**config.mk**
```make
export PLATFORM = sky130hd
export DESIGN_NAME = dmwb_ram
export DESIGN_NICKNAME = d
export VERILOG_FILES = /design/src/hdl/assert_macros.svh /design/src/hdl/dmwb_ram.sv
export SDC_FILE = /design/constraint.sdc
export NUM_CORES = 1
export LEC_CHECK = 0
export BUFFER_PORTS_ARGS = -buffer_cell sky130_fd_sc_hd__buf_2
export CAP_MARGIN = 20
export CORE_UTILIZATION = 54
export CTS_CLUSTER_SIZE = 12
export DETAILED_ROUTE_END_ITERATION = 10
export MAX_ROUTING_LAYER = met4
export PLACE_DENSITY = 0.85
export SLEW_MARGIN = 30
export SYNTH_ARGS = -nofsm -noshare
export SYNTH_HDL_FRONTEND = slang
export SYNTH_SLANG_ARGS = --single-unit
```
**constraint.sdc**
```tcl
create_clock -name aclk -period 1.5 [get_ports aclk]
set_input_delay 0.075 -clock aclk [delete_from_list [all_inputs] [get_ports aclk]]
set_output_delay 0.075 -clock aclk [all_outputs]
set_load 0.02 [all_outputs]
```
**src/hdl/assert_macros.svh**
```systemverilog
// Assertion helper macros for the cache RTL.
// Included by modules that carry concurrent checks; expects aclk and aresetn in scope.
`ifndef ASSERT_MACROS_SVH
`define ASSERT_MACROS_SVH

// Same-cycle implication, disabled while in reset.
`define DMWB_ASSERT_IMPL(lbl, ante, cons, msg) \
    lbl: assert property (@(posedge aclk) disable iff (!aresetn) (ante) |-> (cons)) \
        else $error(msg);

// Next-cycle implication, disabled while in reset.
`define DMWB_ASSERT_NEXT(lbl, ante, cons, msg) \
    lbl: assert property (@(posedge aclk) disable iff (!aresetn) (ante) |=> (cons)) \
        else $error(msg);

`endif

```
**src/hdl/dmwb_ram.sv**
```systemverilog
// Simple dual-port synchronous RAM: one write port, one read port, registered read.
// Standalone; used for the backing store, line data and tag arrays.
`timescale 1ns / 1ps

module dmwb_ram #(
    parameter int AW = 4,
    parameter int DW = 8
) (
    input  logic          aclk,
    input  logic          wr_en,
    input  logic [AW-1:0] wr_addr,
    input  logic [DW-1:0] wr_data,
    input  logic [AW-1:0] rd_addr,
    output logic [DW-1:0] rd_data
);

    logic [DW-1:0] mem [2**AW];

    always_ff @(posedge aclk) begin
        if (wr_en) begin
            mem[wr_addr] <= wr_data;
        end
    end

    always_ff @(posedge aclk) begin
        rd_data <= mem[rd_addr];
    end

endmodule

```
# Word level (Yosys, flattened, before mapping)
# Memories as Yosys holds them, arrays and structs flattened. A register that Yosys moved wholly into a read port is not among the register bits.
# Cells that the tools add are included.
# totals
register_bits,0
memories,1
mem_bits_rw,128
wordCells,3
# op_classes
n_mux,2
# mem_list
name,words,width,rd,rd_ports_with_merged_regs,write_ports,line_no,text
mem,16,8,1,1,1,dmwb_ram.sv:17,logic [DW-1:0] mem [2**AW];
# op_table
op,n
1-bit two-way mux,2

# Logic depth before layout (Yosys ltp)
# logic_depth
ltp_word,2
ltp_mapped,5
mapped_depth_nobuf,3

# Worst setup path after synthesis
# No wires, ideal clock.
# synth_path
kind,input to register
start,in wr_addr[2]
end,mem mem[0][0] (enable)
path_slack_ns,-0.068
path_buffers,0
arrival_time_ns,1.185
t_required_ns,1.117
cell_stages,2
cell_sequence,or3b_2 > nor3_1
# synth_lines
element,line_no,text
from (decl),dmwb_ram.sv:11,"input logic [AW-1:0] wr_addr,"
to (decl),dmwb_ram.sv:17,
# Straight into the memory's write port.

==> flow_summary_export.csv <==
group,metric,value,unit
critical_path,crit_path_start_kind,"flip-flop",
placement,dp_hpwl,5.99,mm
clock_tree,h-tree-depth,4,
critical_path,cp_slowest_cell,"mux4_1",
finish,synthToLayoutAreaGrowth,22.2,%
power_and_ir_drop,vdd_drop_max,0.000941,V
sta,slew_headroom,77.2,%
critical_path,max_stage_delay,510,ps
grt,grt_pass1_wl,15.6,mm
clock_tree,post_cts_buffers,0,
worst_hold_path,min_from,"wr_addr[0]",
power_and_ir_drop,leakage,2.18,nW
finish,diodes,0,
routing,firstDrtPassIters,5,
sta,finClkSkew,6.70,ps
sta,setup_violations,0,
synthesis,synth_fp_nets,247,
critical_path,crit_buf_inv,0,
placement,gp_congestion,0.739,
synthesis,yosys_register_bits,136,
floorplanning,core_area,9240,um2
sta,rsz0062_at_grt,"no",
grt,antenna_found_initial,0,
floorplanning,rows,35,
clock_tree,numCtsBuffers,17,
power_and_ir_drop,power_density,1460,nW/um2
synthesis,seq_area_frac_synth,77.8,%
synthesis,avgSynthCellArea,22.5,um2
critical_path,critical_path_class,"reg -> reg",
status,status,"complete, no violations",
placement,port_buffers,25,
synthesis,synth_area,5150,um2
placement,dp.cells,395,
finish,final_nets,311,
grt,grt_usage,23.7,%
synthesis,ys_types,19,
worst_hold_path,hold_class,"in -> reg",
clock_tree,clk_latency,510,ps
synthesis,syn_inst,229,
routing,drc_errors,0,
critical_path,r2r_start,"mem[1][5]$_DFFE_PP_",
floorplanning,die_area,9930,um2
routing,drt-wirelength-per-cell,23.3,um
finish,drive_gt1_share,31.7,%
routing,routed_wl,10.1,mm
critical_path,crit_fanout,1,
critical_path,cp.arrival,1790,ps
routing,dr.first_iter.drc_count,248,
routing,viasPerCell,5.82,
placement,dp_slack,-1.53,ps
clock_tree,cts_buffer_depth,2,
clock_tree,cts_sinks,136,
finish,finalNonFillerCells,435,
critical_path,cp_data_required_time,1890,ps
sta,finalCritPeriodShare,92.9,%
sta,drv_slew,0,
finish,nFillCells,535,
clock_tree,cts_tree,"yes",
floorplanning,start_util,55.7,%
floorplanning,io_pins,26,
critical_path,critical-path-top-delay-family,"multiplexers",
sta,tightest_slew,343,ps
synthesis,yosys_warnings,0,
clock_tree,clk_pin_slew,60,ps
run,drv_cap,0,
grt,overflow,0,
critical_path,critical_path.startpoint,"mem[1][5]$_DFFE_PP_",
floorplanning,dieWidth,99.6,um
grt,grt_max_degree,33,
routing,vias,2530,
critical_path,endpoint_kind,"flip-flop",
clock_tree,cts-root-buf,"clkbuf_8",
sta,fmax,0.717,GHz
sta,fin_crit,1390,ps
sta,setup_ws,106,ps
critical_path,cp_cell_sequence,"mux4_1 -> a22oi_1 -> nand2_1",
sta,fin_hold_ws,125,ps
sta,hold_violations,0,
grt,grt_pass1_vias,2647,
routing,ant_nets,0,
floorplanning,die_height,99.6,um
placed cells by master, fill, tap and decap left out, drive strengths merged, types with 2 or more instances in the layout:
master,n
clkinv,7
mux4,32
bufinv,5
clkbuf,20
dlygate4sd3,8
edfxtp,128
nand2,9
nor2,13
nand2b,2
buf,47
a22oi,16
nor3,4
dfxtp,8
nand3b,2
sequential cells by signal, indices dropped and copies added, names as in the netlist:
name / cells
rd_data: 8
mem: 128
per-layer routing:
metal  vias to the layer above  track usage [%]  share of wire, %
met5                         -                -                 0
met4                         0             11.1               2.6
met3                        22             6.82               6.3
met2                       122             36.3                51
met1                      1282             29.5                41
li1                       1104                -                 -
through the flow:
stage / power (mW) / util, % / TNS [ps] / instance area [um2]
floorplan: 4.59 / - / 0 / 5150
global placement: 4.76 / 60.3 / 0 / 5570
detailed placement: 4.78 / 60.3 / -1.53 / 5570
CTS: 9.19 / 68.1 / 0 / 6290
global route: 9.41 / 68.1 / 0 / 6290
finish: 9.16 / 68.1 / 0 / 6290
cell families (layout without fill, tap and decap cells):
family	after synthesis	count (layout)	share of synthesized area, %
and+or+nand+nor	35	35	3.18
DFF	136	136	77.8
muxes	32	32	15.0
buffers and inverters	10	87	1.68
AOI/OAI and AO/OA	16	16	2.33
area by class of cell:
type	count	area, um2	share of cell area, %
clock buffers	20	445	7.08
clock inverters	12	199	3.16
multi-input cells	83	1060	16.9
flip-flops and latches	136	4000	63.6
well taps	129	161	2.57
repair buffers	55	420	6.68
Yosys cell counts:
library cell	n	area (um2)
mux4_1	14	368
dfxtp_1	8	160
nor2b_1	1	6.26
nor3_1	4	20.0
nand3b_1	2	15.0
and2b_1	1	7.51
and2_1	1	6.26
edfxtp_1	128	3840
nor2_1	13	48.8
nand2_1	9	33.8
nand2b_1	2	12.5
buf_6	3	33.8
a22oi_1	16	120
mux4_2	18	405
buf_2	3	15.0
clkdlybuf4s25_2	3	30.0
or3b_2	1	8.76
buf_4	1	7.51
nand3_1	1	5.00
worst min-delay path, cell delays in order:
cell and delay (ps):
buf_2 150, nor3_2 60, buf_4 170
power by group:
group | leakage (nW) | internal (mW) | total, mW | switching [mW]
clock network | 0.316 | 2.95 | 4.43 | 1.48
registers | 1.22 | 4.25 | 4.28 | 0.0261
logic | 0.639 | 0.198 | 0.456 | 0.259
total | 2.18 | 7.40 | 9.16 | 1.76
what timing repair did:
item                                    4_1_cts  5_1_grt
endpoints found under the setup margin        0        0
resized for setup                             0        0
hold endpoints to repair                    128        0
hold buffers                                  8        0
worst paths after layout:
kind                          to  slack, ps  depth (start not counted)
min reg2reg   rd_data[2]$_DFF_P_        680                          3
min          mem[0][0]$_DFFE_PP_        120                          3
max reg2reg   rd_data[5]$_DFF_P_        110                          3
max           rd_data[5]$_DFF_P_        110                          3
Power figures use the tool's default switching activity.
